File: config.mk
export PLATFORM = sky130hd
export DESIGN_NAME = grid_column_raycaster_top
export DESIGN_NICKNAME = d
export VERILOG_FILES = /design/src/design/gcr_pkg.sv /design/src/design/gcr_div.sv /design/src/design/gcr_dp.sv /design/src/design/gcr_ctrl.sv /design/src/design/grid_column_raycaster_top.sv
export SDC_FILE = /design/constraint.sdc
export NUM_CORES = 2
export LEC_CHECK = 0
export ABC_AREA = 1
export BUFFER_PORTS_ARGS = -buffer_cell sky130_fd_sc_hd__buf_2
export CAP_MARGIN = 20
export CORE_MARGIN = 1.5
export CORE_UTILIZATION = 45
export CTS_BUF_LIST = sky130_fd_sc_hd__clkbuf_8 sky130_fd_sc_hd__clkbuf_16
export CTS_CLUSTER_DIAMETER = 100
export DETAILED_ROUTE_END_ITERATION = 16
export HOLD_SLACK_MARGIN = 0.05
export PLACE_DENSITY_LB_ADDON = 0.05
export SYNTH_ARGS = -nofsm -noshare
export SYNTH_HDL_FRONTEND = slang
export SYNTH_SLANG_ARGS = --single-unit
File: constraint.sdc
create_clock -name clk -period 9.86 [get_ports clk]
set_clock_uncertainty 0.05 [all_clocks]
set_input_delay 0.493 -clock clk [delete_from_list [all_inputs] [get_ports clk]]
set_output_delay 0.493 -clock clk [all_outputs]
set_load 0.005 [all_outputs]
File: src/design/gcr_pkg.sv
// Shared constants, types, the sine table and the sine lookup of the grid column raycaster.
package gcr_pkg;

    localparam int MAP_WIDTH  = 32;
    localparam int MAP_HEIGHT = 32;
    localparam int SINE_DEPTH = 256;
    localparam int MAP_COL_W  = $clog2(MAP_WIDTH);
    localparam int MAP_ROW_W  = $clog2(MAP_HEIGHT);
    localparam int SINE_IDX_W = $clog2(SINE_DEPTH) + 1;

    // March step of 41/4096 cell and the depth limit of 16 cells, both Q12.
    localparam logic [16:0] STEP_Q12  = 17'd41;
    localparam logic [16:0] DEPTH_Q12 = 17'd65536;
    localparam logic [16:0] HALF_FOV  = 17'd4096;
    localparam logic [16:0] DIST_TWO  = 17'd8192;
    localparam logic [63:0] HALF_PI_Q30 = 64'd1686629713;

    // Shared divider sizes.
    localparam int DIV_N_W   = 25;
    localparam int DIV_D_W   = 18;
    localparam int DIV_CNT_W = $clog2(DIV_N_W + 1);

    // Configuration register indexes.
    localparam logic [1:0] CFG_SCREEN_WIDTH  = 2'd0;
    localparam logic [1:0] CFG_SCREEN_HEIGHT = 2'd1;

    localparam logic ACT_LOAD = 1'b0;
    localparam logic ACT_CAST = 1'b1;

    typedef logic [14:0] sine_tab_t [SINE_DEPTH];

    // Commands from the controller to the datapath.
    typedef struct packed {
        logic cast_go;
        logic trig;
        logic step0;
        logic test;
        logic cmul;
        logic cdiv_go;
        logic emit;
    } gcr_cmd_t;

    // Status from the datapath to the controller.
    typedef struct packed {
        logic div_done;
        logic march_stop;
        logic ceil_pos;
    } gcr_stat_t;

    typedef enum logic [7:0] {
        ST_IDLE = 8'b0000_0001,
        ST_ANG  = 8'b0000_0010,
        ST_TRIG = 8'b0000_0100,
        ST_STEP = 8'b0000_1000,
        ST_TEST = 8'b0001_0000,
        ST_CMUL = 8'b0010_0000,
        ST_CSEL = 8'b0100_0000,
        ST_CDIV = 8'b1000_0000
    } gcr_state_t;

    // Quarter-wave sine in Q15, built from a Q30 Taylor series at elaboration.
    function automatic sine_tab_t build_sine();
        sine_tab_t tab;
        logic [63:0] x;
        logic [63:0] x2;
        logic [63:0] term;
        logic [63:0] r;
        logic signed [63:0] sum;
        for (int k = 0; k < SINE_DEPTH; k++)
        begin
            x    = (64'(k) * HALF_PI_Q30) / 64'(SINE_DEPTH);
            x2   = (x * x) >> 30;
            term = x;
            sum  = $signed(x);
            for (int n = 1; n <= 5; n++)
            begin
                term = ((term * x2) >> 30) / 64'((2 * n) * (2 * n + 1));
                if ((n % 2) == 1)
                    sum = sum - $signed(term);
                else
                    sum = sum + $signed(term);
            end
            if (sum < 0)
                sum = 64'sd0;
            r = ($unsigned(sum) + 64'd16384) >> 15;
            if (r > 64'd32767)
                r = 64'd32767;
            tab[k] = r[14:0];
        end
        return tab;
    endfunction

    localparam sine_tab_t SINE_TAB = build_sine();

    // Full-turn sine from the quarter table, Q1.15 signed.
    function automatic logic signed [16:0] sine_of(input logic [15:0] a);
        logic [SINE_IDX_W+13:0] prod;
        logic [SINE_IDX_W-1:0]  i;
        logic [SINE_IDX_W-1:0]  j;
        logic [14:0]            mag;
        prod = {{SINE_IDX_W{1'b0}}, a[13:0]} * (SINE_IDX_W + 14)'(SINE_DEPTH);
        i    = prod[SINE_IDX_W+13:14];
        j    = a[14] ? (SINE_IDX_W'(SINE_DEPTH) - i) : i;
        if (j >= SINE_IDX_W'(SINE_DEPTH))
            mag = 15'h7FFF;
        else
            mag = SINE_TAB[j[SINE_IDX_W-2:0]];
        if (a[15])
            return -$signed({2'b00, mag});
        else
            return $signed({2'b00, mag});
    endfunction

endpackage

File: src/design/gcr_div.sv
// Restoring divider, one quotient bit per cycle, shared by the angle and ceiling steps.
module gcr_div
    import gcr_pkg::*;
(
    input  logic               clk,
    input  logic               rst_n,
    input  logic               go,
    input  logic [DIV_N_W-1:0] dividend,
    input  logic [DIV_D_W-1:0] divisor,
    output logic [DIV_N_W-1:0] quotient,
    output logic               done
);

    logic                 run_reg, run_next;
    logic                 done_reg, done_next;
    logic [DIV_CNT_W-1:0] cnt_reg, cnt_next;
    logic [DIV_D_W-1:0]   rem_reg, rem_next;
    logic [DIV_N_W-1:0]   quo_reg, quo_next;
    logic [DIV_D_W-1:0]   den_reg, den_next;
    logic [DIV_D_W:0]     rem_sh;
    logic                 fits;

    // One shift and trial subtract per cycle.
    always_comb
    begin
        rem_sh    = {rem_reg, quo_reg[DIV_N_W-1]};
        fits      = rem_sh >= {1'b0, den_reg};
        run_next  = run_reg;
        done_next = 1'b0;
        cnt_next  = cnt_reg;
        rem_next  = rem_reg;
        quo_next  = quo_reg;
        den_next  = den_reg;
        if (go)
        begin
            run_next = 1'b1;
            cnt_next = '0;
            rem_next = '0;
            quo_next = dividend;
            den_next = divisor;
        end
        else if (run_reg)
        begin
            rem_next = fits ? DIV_D_W'(rem_sh - {1'b0, den_reg}) : rem_sh[DIV_D_W-1:0];
            quo_next = {quo_reg[DIV_N_W-2:0], fits};
            cnt_next = cnt_reg + 1'b1;
            if (cnt_reg == DIV_CNT_W'(DIV_N_W - 1))
            begin
                run_next  = 1'b0;
                done_next = 1'b1;
            end
        end
    end

    always_ff @(posedge clk or negedge rst_n)
    begin
        if (!rst_n)
        begin
            run_reg  <= 1'b0;
            done_reg <= 1'b0;
            cnt_reg  <= '0;
        end
        else
        begin
            run_reg  <= run_next;
            done_reg <= done_next;
            cnt_reg  <= cnt_next;
        end
    end

    always_ff @(posedge clk)
    begin
        rem_reg <= rem_next;
        quo_reg <= quo_next;
        den_reg <= den_next;
    end

    assign quotient = quo_reg;
    assign done     = done_reg;

endmodule

File: src/design/gcr_dp.sv
// Datapath: wall map, ray setup, fixed-step march, face test and ceiling arithmetic.
module gcr_dp
    import gcr_pkg::*;
(
    input  logic                clk,
    input  logic                rst_n,
    input  gcr_cmd_t            cmd,
    output gcr_stat_t           stat,
    input  logic                map_we,
    input  logic [4:0]          row_index,
    input  logic [31:0]         row_bits,
    input  logic [15:0]         player_x,
    input  logic [15:0]         player_y,
    input  logic [15:0]         view_angle,
    input  logic [9:0]          screen_column,
    input  logic [9:0]          width_cfg,
    input  logic [8:0]          height_cfg,
    output logic                done,
    output logic [9:0]          out_column,
    output logic                wall_hit,
    output logic [16:0]         wall_distance,
    output logic [11:0]         texture_u,
    output logic signed [8:0]   ceiling_row,
    output logic [9:0]          floor_row
);

    logic [MAP_WIDTH-1:0] map_reg [MAP_HEIGHT];

    logic [15:0]        px_reg, py_reg, view_reg;
    logic [9:0]         col_reg;
    logic signed [21:0] stx_reg, sty_reg;
    logic signed [35:0] posx_reg, posy_reg;
    logic [16:0]        d_reg;
    logic               hit_reg;
    logic [11:0]        u_reg;
    logic [16:0]        dist_reg;
    logic [25:0]        prod_reg;
    logic [17:0]        den_reg;
    logic               cpos_reg;
    logic               done_reg;
    logic [9:0]         ocol_reg;
    logic               ohit_reg;
    logic [16:0]        odist_reg;
    logic [11:0]        ou_reg;
    logic [8:0]         oceil_reg;
    logic [9:0]         ofloor_reg;

    logic [DIV_N_W-1:0] div_n;
    logic [DIV_D_W-1:0] div_d;
    logic [DIV_N_W-1:0] div_q;
    logic               div_done;
    logic [9:0]         w_eff;
    logic [15:0]        ang;
    logic signed [16:0] ex, ey;

    logic               neg, outside, wall, depth_end, stop;
    logic [8:0]         cx, cy;
    logic signed [27:0] dx, dy;
    logic [27:0]        ax, ay;
    logic               use_x;
    logic [16:0]        dist_next;
    logic [16:0]        ddiff;
    logic [8:0]         ceil_next;

    // Shared divider: column angle at cast start, ceiling row later.
    assign w_eff = (width_cfg == 10'd0) ? 10'd1 : width_cfg;
    assign div_n = cmd.cast_go ? DIV_N_W'({screen_column, 13'd0}) : DIV_N_W'(prod_reg);
    assign div_d = cmd.cast_go ? DIV_D_W'(w_eff) : den_reg;

    gcr_div u_div (
        .clk      (clk),
        .rst_n    (rst_n),
        .go       (cmd.cast_go || cmd.cdiv_go),
        .dividend (div_n),
        .divisor  (div_d),
        .quotient (div_q),
        .done     (div_done)
    );

    // Ray angle and direction.
    assign ang = view_reg - HALF_FOV[15:0] + div_q[15:0];
    assign ex  = sine_of(ang + 16'h4000);
    assign ey  = sine_of(ang);

    // Cell and wall test on the current march point.
    assign neg       = posx_reg[35] || posy_reg[35];
    assign cx        = posx_reg[35:27];
    assign cy        = posy_reg[35:27];
    assign outside   = (cx >= 9'(MAP_WIDTH)) || (cy >= 9'(MAP_HEIGHT));
    assign wall      = map_reg[cy[MAP_ROW_W-1:0]][cx[MAP_COL_W-1:0]];
    assign depth_end = d_reg >= DEPTH_Q12;
    assign stop      = neg || outside || wall || depth_end;

    // Face choice by offset magnitude from the cell center.
    assign dx    = $signed({1'b0, posx_reg[26:0]}) - 28'sd67108864;
    assign dy    = $signed({1'b0, posy_reg[26:0]}) - 28'sd67108864;
    assign ax    = dx[27] ? 28'(-dx) : 28'(dx);
    assign ay    = dy[27] ? 28'(-dy) : 28'(dy);
    assign use_x = (ay > ax) || ((ay == ax) && (dx == dy) && (dx != 28'sd0));

    // A hit that is past depth reports the depth.
    assign dist_next = (!neg && !outside && wall && (d_reg <= DEPTH_Q12)) ? d_reg : DEPTH_Q12;
    assign ddiff     = (dist_reg >= DIST_TWO) ? (dist_reg - DIST_TWO) : (DIST_TWO - dist_reg);

    // Ceiling row: quotient above the horizon, zero or minus one below.
    always_comb
    begin
        if (cpos_reg)
            ceil_next = div_q[8:0];
        else if (prod_reg < 26'(den_reg))
            ceil_next = 9'd0;
        else
            ceil_next = 9'h1FF;
    end

    // Wall map rows.
    always_ff @(posedge clk or negedge rst_n)
    begin
        if (!rst_n)
        begin
            for (int r = 0; r < MAP_HEIGHT; r++)
            begin
                map_reg[r] <= '0;
            end
        end
        else if (map_we && (32'(row_index) < 32'(MAP_HEIGHT)))
        begin
            map_reg[row_index[MAP_ROW_W-1:0]] <= row_bits[MAP_WIDTH-1:0];
        end
    end

    // Cast working registers.
    always_ff @(posedge clk)
    begin
        if (cmd.cast_go)
        begin
            px_reg   <= player_x;
            py_reg   <= player_y;
            view_reg <= view_angle;
            col_reg  <= screen_column;
        end
        if (cmd.trig)
        begin
            stx_reg <= 22'(ex * 17'sd41);
            sty_reg <= 22'(ey * 17'sd41);
        end
        if (cmd.step0)
        begin
            posx_reg <= $signed({4'd0, px_reg, 16'd0}) + 36'(stx_reg);
            posy_reg <= $signed({4'd0, py_reg, 16'd0}) + 36'(sty_reg);
            d_reg    <= STEP_Q12;
            hit_reg  <= 1'b0;
        end
        else if (cmd.test)
        begin
            if (stop)
            begin
                hit_reg  <= !neg && !outside && wall;
                u_reg    <= use_x ? posx_reg[26:15] : posy_reg[26:15];
                dist_reg <= dist_next;
            end
            else
            begin
                posx_reg <= posx_reg + 36'(stx_reg);
                posy_reg <= posy_reg + 36'(sty_reg);
                d_reg    <= d_reg + STEP_Q12;
            end
        end
        if (cmd.cmul)
        begin
            prod_reg <= 26'(height_cfg * ddiff);
            den_reg  <= {dist_reg, 1'b0};
            cpos_reg <= dist_reg >= DIST_TWO;
        end
        if (cmd.emit)
        begin
            ocol_reg   <= col_reg;
            ohit_reg   <= hit_reg;
            odist_reg  <= dist_reg;
            ou_reg     <= hit_reg ? u_reg : 12'd0;
            oceil_reg  <= ceil_next;
            ofloor_reg <= {1'b0, height_cfg} - {ceil_next[8], ceil_next};
        end
    end

    // Result strobe.
    always_ff @(posedge clk or negedge rst_n)
    begin
        if (!rst_n)
            done_reg <= 1'b0;
        else
            done_reg <= cmd.emit;
    end

    assign stat.div_done   = div_done;
    assign stat.march_stop = stop;
    assign stat.ceil_pos   = cpos_reg;

    assign done          = done_reg;
    assign out_column    = ocol_reg;
    assign wall_hit      = ohit_reg;
    assign wall_distance = odist_reg;
    assign texture_u     = ou_reg;
    assign ceiling_row   = $signed(oceil_reg);
    assign floor_row     = ofloor_reg;

endmodule

File: src/design/gcr_ctrl.sv
// Controller state machine that sequences one request through the datapath.
module gcr_ctrl
    import gcr_pkg::*;
(
    input  logic      clk,
    input  logic      rst_n,
    input  logic      start,
    input  logic      action,
    input  gcr_stat_t stat,
    output gcr_cmd_t  cmd,
    output logic      map_we,
    output logic      busy
);

    gcr_state_t state_reg, state_next;

    // Next state and commands.
    always_comb
    begin
        state_next = state_reg;
        cmd        = '0;
        map_we     = 1'b0;
        case (state_reg)
            ST_IDLE:
            begin
                if (start)
                begin
                    if (action == ACT_CAST)
                    begin
                        cmd.cast_go = 1'b1;
                        state_next  = ST_ANG;
                    end
                    else
                    begin
                        map_we = 1'b1;
                    end
                end
            end
            ST_ANG:
            begin
                if (stat.div_done)
                    state_next = ST_TRIG;
            end
            ST_TRIG:
            begin
                cmd.trig   = 1'b1;
                state_next = ST_STEP;
            end
            ST_STEP:
            begin
                cmd.step0  = 1'b1;
                state_next = ST_TEST;
            end
            ST_TEST:
            begin
                cmd.test = 1'b1;
                if (stat.march_stop)
                    state_next = ST_CMUL;
            end
            ST_CMUL:
            begin
                cmd.cmul   = 1'b1;
                state_next = ST_CSEL;
            end
            ST_CSEL:
            begin
                if (stat.ceil_pos)
                begin
                    cmd.cdiv_go = 1'b1;
                    state_next  = ST_CDIV;
                end
                else
                begin
                    cmd.emit   = 1'b1;
                    state_next = ST_IDLE;
                end
            end
            ST_CDIV:
            begin
                if (stat.div_done)
                begin
                    cmd.emit   = 1'b1;
                    state_next = ST_IDLE;
                end
            end
            default:
            begin
                state_next = ST_IDLE;
            end
        endcase
    end

    always_ff @(posedge clk or negedge rst_n)
    begin
        if (!rst_n)
            state_reg <= ST_IDLE;
        else
            state_reg <= state_next;
    end

    assign busy = state_reg != ST_IDLE;

endmodule

File: src/design/grid_column_raycaster_top.sv
// Top level of the grid column raycaster: configuration registers, controller and datapath.
//
// A request is taken on a clock edge with start high and busy low. With action 0 it
// writes row_bits into map row row_index in that one edge; busy stays low and no
// result follows. With action 1 it casts the ray for screen_column from the viewer
// at player_x, player_y facing view_angle. One result per cast appears on the result
// ports, marked by done, which is high for exactly one cycle; the receiver cannot stall it.
// A cast runs the column-angle division, the setup states, one march step per cycle
// (at most 1600 steps of 41/4096 cell to depth 16) and, when the reported distance
// is at least two cells, the ceiling division. busy stays high throughout,
// and a new request is taken in the cycle done is shown.
// The configuration channel writes screen_width (index 0) and screen_height
// (index 1); cfg_ready is always high and writes are meant for idle periods.
// Reset clears the wall map, sets width 320 and height 180 and returns to idle.
module grid_column_raycaster_top
    import gcr_pkg::*;
(
    input  logic              clk,
    input  logic              rst_n,
    input  logic              start,
    output logic              busy,
    input  logic              action,
    input  logic [4:0]        row_index,
    input  logic [31:0]       row_bits,
    input  logic [15:0]       player_x,
    input  logic [15:0]       player_y,
    input  logic [15:0]       view_angle,
    input  logic [9:0]        screen_column,
    input  logic              cfg_valid,
    output logic              cfg_ready,
    input  logic [1:0]        cfg_addr,
    input  logic [9:0]        cfg_data,
    output logic              done,
    output logic [9:0]        out_column,
    output logic              wall_hit,
    output logic [16:0]       wall_distance,
    output logic [11:0]       texture_u,
    output logic signed [8:0] ceiling_row,
    output logic [9:0]        floor_row
);

    logic [9:0] width_reg;
    logic [8:0] height_reg;
    gcr_cmd_t   cmd;
    gcr_stat_t  stat;
    logic       map_we;

    assign cfg_ready = 1'b1;

    // Configuration registers.
    always_ff @(posedge clk or negedge rst_n)
    begin
        if (!rst_n)
        begin
            width_reg  <= 10'd320;
            height_reg <= 9'd180;
        end
        else if (cfg_valid && cfg_ready)
        begin
            case (cfg_addr)
                CFG_SCREEN_WIDTH:  width_reg  <= cfg_data;
                CFG_SCREEN_HEIGHT: height_reg <= cfg_data[8:0];
                default:           ;
            endcase
        end
    end

    gcr_ctrl u_ctrl (
        .clk    (clk),
        .rst_n  (rst_n),
        .start  (start),
        .action (action),
        .stat   (stat),
        .cmd    (cmd),
        .map_we (map_we),
        .busy   (busy)
    );

    gcr_dp u_dp (
        .clk           (clk),
        .rst_n         (rst_n),
        .cmd           (cmd),
        .stat          (stat),
        .map_we        (map_we),
        .row_index     (row_index),
        .row_bits      (row_bits),
        .player_x      (player_x),
        .player_y      (player_y),
        .view_angle    (view_angle),
        .screen_column (screen_column),
        .width_cfg     (width_reg),
        .height_cfg    (height_reg),
        .done          (done),
        .out_column    (out_column),
        .wall_hit      (wall_hit),
        .wall_distance (wall_distance),
        .texture_u     (texture_u),
        .ceiling_row   (ceiling_row),
        .floor_row     (floor_row)
    );

endmodule

Yosys cells after proc, flatten, opt, wreduce, memory -nomap -nowiden
Memories as Yosys holds them, arrays and structs flattened.
Index checks and enable logic that the tools add are counted.
{ "classes": {"order_cmp": 16, "n_reduce_logical": 27, "div": 0, "mul": 3, "bitwise_logic": 6, "eq_ne": 19, "addsub": 21, "shifts": 0, "n_mux": 66} }
{ "ops": {"columns": ["op", "count"], "rows": [
  ["$bwmux W1024", 1],
  ["$mux W36", 6],
  ["$bmux W32 S5", 1],
  ["$demux W32 S5", 1],
  ["$mux W32", 3],
  ["$mux W15", 6],
  ["$mux W25", 3],
  ["$add A36 B22 Y36", 2],
  ["$add A33 B22 Y34", 2],
  ["$pmux W8 S8", 1],
  ["$eq A28 B28 Y1", 2],
  ["$mux W28", 2],
  ["$neg A28 Y28", 2],
  ["$sub A27 B27 Y28 const B", 2],
  ["$mux W17", 3],
  ["$mux W8", 6],
  ["$mul A17 B7 Y22 const B", 2],
  ["$ge A9 B9 Y1 const B", 4],
  ["$mux W9", 4],
  ["$neg A15 Y17", 2],
  ["$gt A28 B28 Y1", 1],
  ["$reduce_bool A28 Y1", 1],
  ["$lt A26 B18 Y1", 1],
  ["$mul A9 B17 Y26", 1],
  ["50 further kinds", 99]
]} }
{ "totals": {"mem_bits_ro": 7680, "ram_bits": 0, "register_bits": 1444, "output_inout_bits": 62, "latchBits": 0, "elab_cells": 225, "n_memories": 2} }
{ "mem_list": {"columns": ["name", "depth", "width", "read_ports", "rd_ports_with_merged_regs", "write_ports", "line_no", "source"], "rows": [
  ["(name not given)", 256, 15, 1, 0, 0, "gcr_pkg.sv:107", "mag = SINE_TAB[j[SINE_IDX_W-2:0]];"],
  ["(name not given)", 256, 15, 1, 0, 0, "gcr_pkg.sv:107", null]
]} }

Logic depth before layout (Yosys ltp)
{ "depth": {"word_depth": 13, "ltp_mapped": 57, "depth_no_buf": 56} }

Hierarchy
Synthesis repeated with hierarchy kept, for this count alone.
{ "unflattened": {"cells_unflattened": 11421, "hier_area_um2": 88339.7} }
{ "by_module_without_submodules": {"columns": ["module", "seq_area_each_um2", "instances", "area_each_um2", "cells_each"], "rows": [
  ["gcr_dp", 35198.8, 1, 82923.3, 10730],
  ["gcr_div", 1826.8, 1, 3996.3, 522],
  ["grid_column_raycaster_top", 483.0, 1, 828.3, 86],
  ["gcr_ctrl", 201.4, 1, 591.8, 83]
]} }

Worst setup path before layout
Ideal clock, no wire load.
{ "synth_path": {"path_type": "flip-flop to flip-flop", "startpoint": "register u_dp.u_div.quo_reg[4], in the netlist u_dp.u_div.quotient[4]", "endpoint": "register u_dp.stx_reg[21] (data pin)", "setup_slack_ns": 1.496, "required_ns": 9.556, "period_less_slack_ns": 8.364, "setup_ns": 0.254, "t_arrival_ns": 8.060, "path_stages_with_launch": 54, "n_path_buf": 3, "path_cell_list": "edfxtp_1 -> ha_1 -> ha_1 -> nand2_1 -> nor2_1 -> nand2_1 -> nand3_1 -> nand2_1 -> nand2_1 -> buf_2 -> clkbuf_1 -> ha_1 -> nand2_1 -> nand2_2 -> ha_1 -> clkbuf_1 -> inv_1 -> nand2_1 -> [18 not listed] -> fa_1 -> inv_1 -> ha_1 -> nand2_1 -> nor2_1 -> a211oi_1 -> o21ai_0 -> nand3_1 -> nand2_1 -> a21o_1 -> a21oi_1 -> o21ai_0 -> a21oi_1 -> nor2_1 -> nor2_1 -> xor2_1 -> nand3b_1 -> nand2_1"} }
{ "synth_between": {"elab_chain_len": 12, "word_cells_on_any_way": 13} }
{ "synth_lines": {"columns": ["element", "line_no", "source"], "rows": [
  ["start, declared", "gcr_div.sv:18", "logic [DIV_N_W-1:0] quo_reg, quo_next;"],
  ["start signal, assigned", "gcr_div.sv:74", "quo_reg <= quo_next;"],
  ["$add A16 B16 Y16 (*)", "gcr_dp.sv:81", "assign ang = view_reg - HALF_FOV[15:0] + div_q[15:0];"],
  ["$add A16 B15 Y16 (*)", "gcr_dp.sv:82", "assign ex = sine_of(ang + 16'h4000);"],
  ["$sub A9 B8 Y9", "gcr_pkg.sv:103", "j = a[14] ? (SINE_IDX_W'(SINE_DEPTH) - i) : i;"],
  ["$mux W9", "gcr_pkg.sv:103", null],
  ["$not A8 Y9 (not written as such)", "gcr_pkg.sv:107", null],
  ["$mem_v2 Z256 W15", null, null],
  ["$mux W15 (not written as such) (2 in series)", "gcr_pkg.sv:107", null],
  ["$mux W15", "gcr_pkg.sv:104", "if (j >= SINE_IDX_W'(SINE_DEPTH))"],
  ["$neg A15 Y17", "gcr_pkg.sv:109", "return -$signed({2'b00, mag});"],
  ["$mux W17 (*)", "gcr_pkg.sv:108", "if (a[15])"],
  ["$mul A17 B7 Y22 (*)", "gcr_dp.sv:144", "stx_reg <= 22'(ex * 17'sd41);"],
  ["end signal, assigned", "gcr_dp.sv:144", null],
  ["end, declared", "gcr_dp.sv:31", "logic signed [21:0] stx_reg, sty_reg;"]
]} }
Mark *: on every way between the ends. The rest lies on a longest branch, timed or not. The select of a mux whose other input is x is not followed.
A chain may end at the register's enable or synchronous reset.

Worst setup path after layout
Ends and elaborated chain as after synthesis.

==> out/results.txt <==
Fin crit share: 0.925
First-pass GRT wire length: 466000 um
DP Area: 0.0896 mm^2
CP Launch Point: u_dp.u_div.quotient[4]$_DFFE_PP_
Fin. Hold Viols: 0
Drt first pass iters: 6
Yosys cell types: 65
Sequential fraction of the synthesis area: 0.433
H-tree depth: 4
Die X: 443 um
TritonCTS Sinks: 1444
Synth Warn #: 0
HPWL reported at the end of detailed placement: 190000 um
Adder-cell share of the synthesized area: 0.0895
Detail Route Antenna Nets: 0
CTS tree: done
Footprint of the multi-input gates: 0.0439 mm^2
Largest net degree at the start of global routing: 188
Startpoint types: register
Slew @ Worst Pin: 1.23 ns
Slowest CP cell: fa_1
CP delay by family, top: simple AND/OR/NAND/NOR gates
Headroom to the max-slew limit: 0.178
Top cell type's share of synthesized area: 0.302
FF+latch count, synth: 1444
Synth area leaders: dfrtp_1, nand2_1, edfxtp_1
Setup TNS: 0 ns
Synth Area in Compound Gates: 0.157
Clk root buf: clkbuf_16
Post-Syn Area: 0.0871 mm^2
Pre-CTS WS: 0.539 ns
Nets@finish: 11700
Die area: 0.196 mm^2
Max Freq: 0.110 GHz
Max reg flops: 1024
Area Growth Syn to Fin: 10.0%
Reg-to-reg endpoint: u_dp.stx_reg[21]$_DFFE_PP_
Via density per instance: 5.70
Synth Flop Type: dfrtp_1
Vias in the first global route: 74000
Worst r2r path cells: 49
Clk Latency, worst-skew pair: 0.83 ns
Fin crit period: 9.12 ns
Setup CP Type: reg2reg
Gpl congestion: 0.965
Initial antenna violation count: 10
Reg2reg setup slack: 0.74 ns
Status: completed
CTS clk-pin slew, worst paths: 0.06 ns
Post-synthesis mux area share: 0.000129
End of the critical path: u_dp.stx_reg[21]$_DFFE_PP_
Sequential Area: 0.0377 mm^2
Total track usage: 0.308
Cell count after synthesis: 11200
Pins Over Slew Limit: 0
Crit path depth: 49
CP peak stage delay: 0.50 ns
DR iter-0 viols: 7778
CP bufs+invs: 7
Final WL: 308000 um
Synthesized area per cell: 7.80 um^2
DIE HEIGHT: 443 um
DR DRC count: 0
Final WS setup: 0.736 ns
Reg2reg start: u_dp.u_div.quotient[4]$_DFFE_PP_
Largest area contributor in the netlist: dfrtp_1
CTS buffer count: 164
Synth Area in Simple Gates: 0.232
Hold WC Path Type: in2reg
Core area: 0.192 mm^2
Main combinational cell family by area after synthesis: simple AND/OR/NAND/NOR gates
Crit. End Element: register
Crit-path most repeated cell: nand2_1
Xor/xnor cell area share of the yosys netlist: 0.0220
Total congestion overflow: 0
Ys async rst share: 0.733
Fillers: 19000
Req. time, crit path: 10.35 ns
DR vias: 78000
Avg WL per Cell: 22.5 um
Top Ports: 174
Initial Utilization: 0.453
Crit path DAT: 9.62 ns
Max FO, Critical Path: 19
Row cnt: 161
Number of synthesized flops with an enable pin: 349
Max-cap violations: 0
Cell area after layout: 0.0959 mm^2
Setup violators final: 0
Layout cell share with drive strength beyond 1: 0.0646
Bufs on Longest Clock Path: 3
# port buffers: 172
[kinds of logic after synthesis]
family | count (synthesis)
xor+xnor | 218
compound gates | 2591
simple gates | 4927
flops | 1444
buf+inv | 1459
mux | 1
fa+ha+maj | 537
other cells | 2
[cell usage in the layout, fill, tap and decap left out, types with 13 or more instances in the layout]
| cell type | instances |
|---|---|
| nand4_1 | 63 |
| xor2_1 | 155 |
| clkbuf_8 | 33 |
| a31oi_1 | 14 |
| dfrtp_1 | 1052 |
| o211ai_1 | 14 |
| buf_12 | 18 |
| clkinv_2 | 17 |
| xnor2_1 | 62 |
| nor3_1 | 58 |
| nand2_4 | 39 |
| nand2_1 | 2917 |
| nand3b_1 | 13 |
| o21ai_1 | 22 |
| clkbuf_16 | 168 |
| a21oi_1 | 327 |
| o21ai_0 | 1849 |
| buf_4 | 105 |
| nor4_1 | 18 |
| or2_2 | 26 |
| edfxtp_1 | 349 |
| inv_1 | 773 |
| nand2_2 | 46 |
| inv_2 | 15 |
| nand3_1 | 826 |
| nor2_1 | 889 |
| dlygate4sd3_1 | 68 |
| fa_1 | 144 |
| dfxtp_1 | 36 |
| o22ai_1 | 276 |
| buf_2 | 171 |
| ha_1 | 392 |
[worst min-delay path: cells and delay by family]
kind	cells	cell delay (ns)
compound gates	1	0.19
buf+inv	2	0.22
[area by class of cell]
| type | instances | share of cell area |
|---|---|---|
| antenna | 9 | 0.000235 |
| tap | 2526 | 0.0330 |
| clock buffer | 201 | 0.0486 |
| multi-input combinational | 8277 | 0.458 |
| inverter | 752 | 0.0298 |
| clock inverter | 99 | 0.00887 |
| sequential | 1444 | 0.393 |
| timing repair buffer | 364 | 0.0284 |
[repair_timing]
item                                    4_1_cts  5_1_grt
resized for setup                             0        7
endpoints found under the setup margin        0        4
setup buffers                                 0        4
endpoints found under the hold margin       137        0
hold buffers                                 68        0
[how the worst min path moves through the flow]
stage,cells after the start,from,end,slack (ns)
finish,3,cfg_data[0],width_reg[0]$_DFFE_PN0P_,0.10
global route,3,cfg_data[0],width_reg[0]$_DFFE_PN0P_,0.06
CTS,3,cfg_data[0],width_reg[0]$_DFFE_PN0P_,0.05
detailed placement,0,u_dp.col_reg[9]$_DFFE_PP_,u_dp.out_column[9]$_DFFE_PP_,0.35
global placement,0,u_dp.col_reg[5]$_DFFE_PP_,u_dp.out_column[5]$_DFFE_PP_,0.35
floorplan,0,rst_n,height_reg[0]$_DFFE_PN0P_,0.15
[metal layers]
metal / global-route usage / share of wire
met5: 0 / 0.00019
met4: 0.110 / 0.036
met3: 0.0403 / 0.065
met2: 0.484 / 0.45
met1: 0.436 / 0.45
[Yosys cell counts, types with 5 or more instances]
master / n
nand4_1: 63
dfrtp_1: 1052
inv_1: 735
nand2_2: 43
a21boi_0: 5
o31ai_1: 11
nand2_1: 2953
nor3_1: 58
nand3b_1: 13
nor4_1: 19
nand2_4: 6
o21bai_1: 11
buf_2: 89
o22ai_1: 276
a21oi_1: 327
a31oi_1: 14
a22o_1: 7
a21o_1: 12
o211ai_1: 14
dfxtp_1: 36
o21ai_1: 23
buf_6: 21
a211oi_1: 6
and2_1: 6
xor2_1: 155
or2_2: 26
dfstp_2: 7
o21ai_0: 1850
inv_2: 13
o21a_1: 7
buf_1: 28
nor2_2: 9
edfxtp_1: 349
nor2_1: 890
xnor2_1: 62
fa_1: 144
nand3_1: 828
ha_1: 393
clkbuf_1: 538
buf_4: 30
[metrics by stage]
stage                     utilization  cells  hold WS, ns
after floorplan                     -  11200        0.147
after global placement          0.466  13300        0.350
after detailed placement        0.466  13300        0.355
after CTS                       0.498  13700       0.0509
after global routing            0.498  13700       0.0618
final                           0.498  13700        0.104
Power is not shown: default switching activity piles up to over one toggle a cycle in this logic, so the estimate is an artifact.
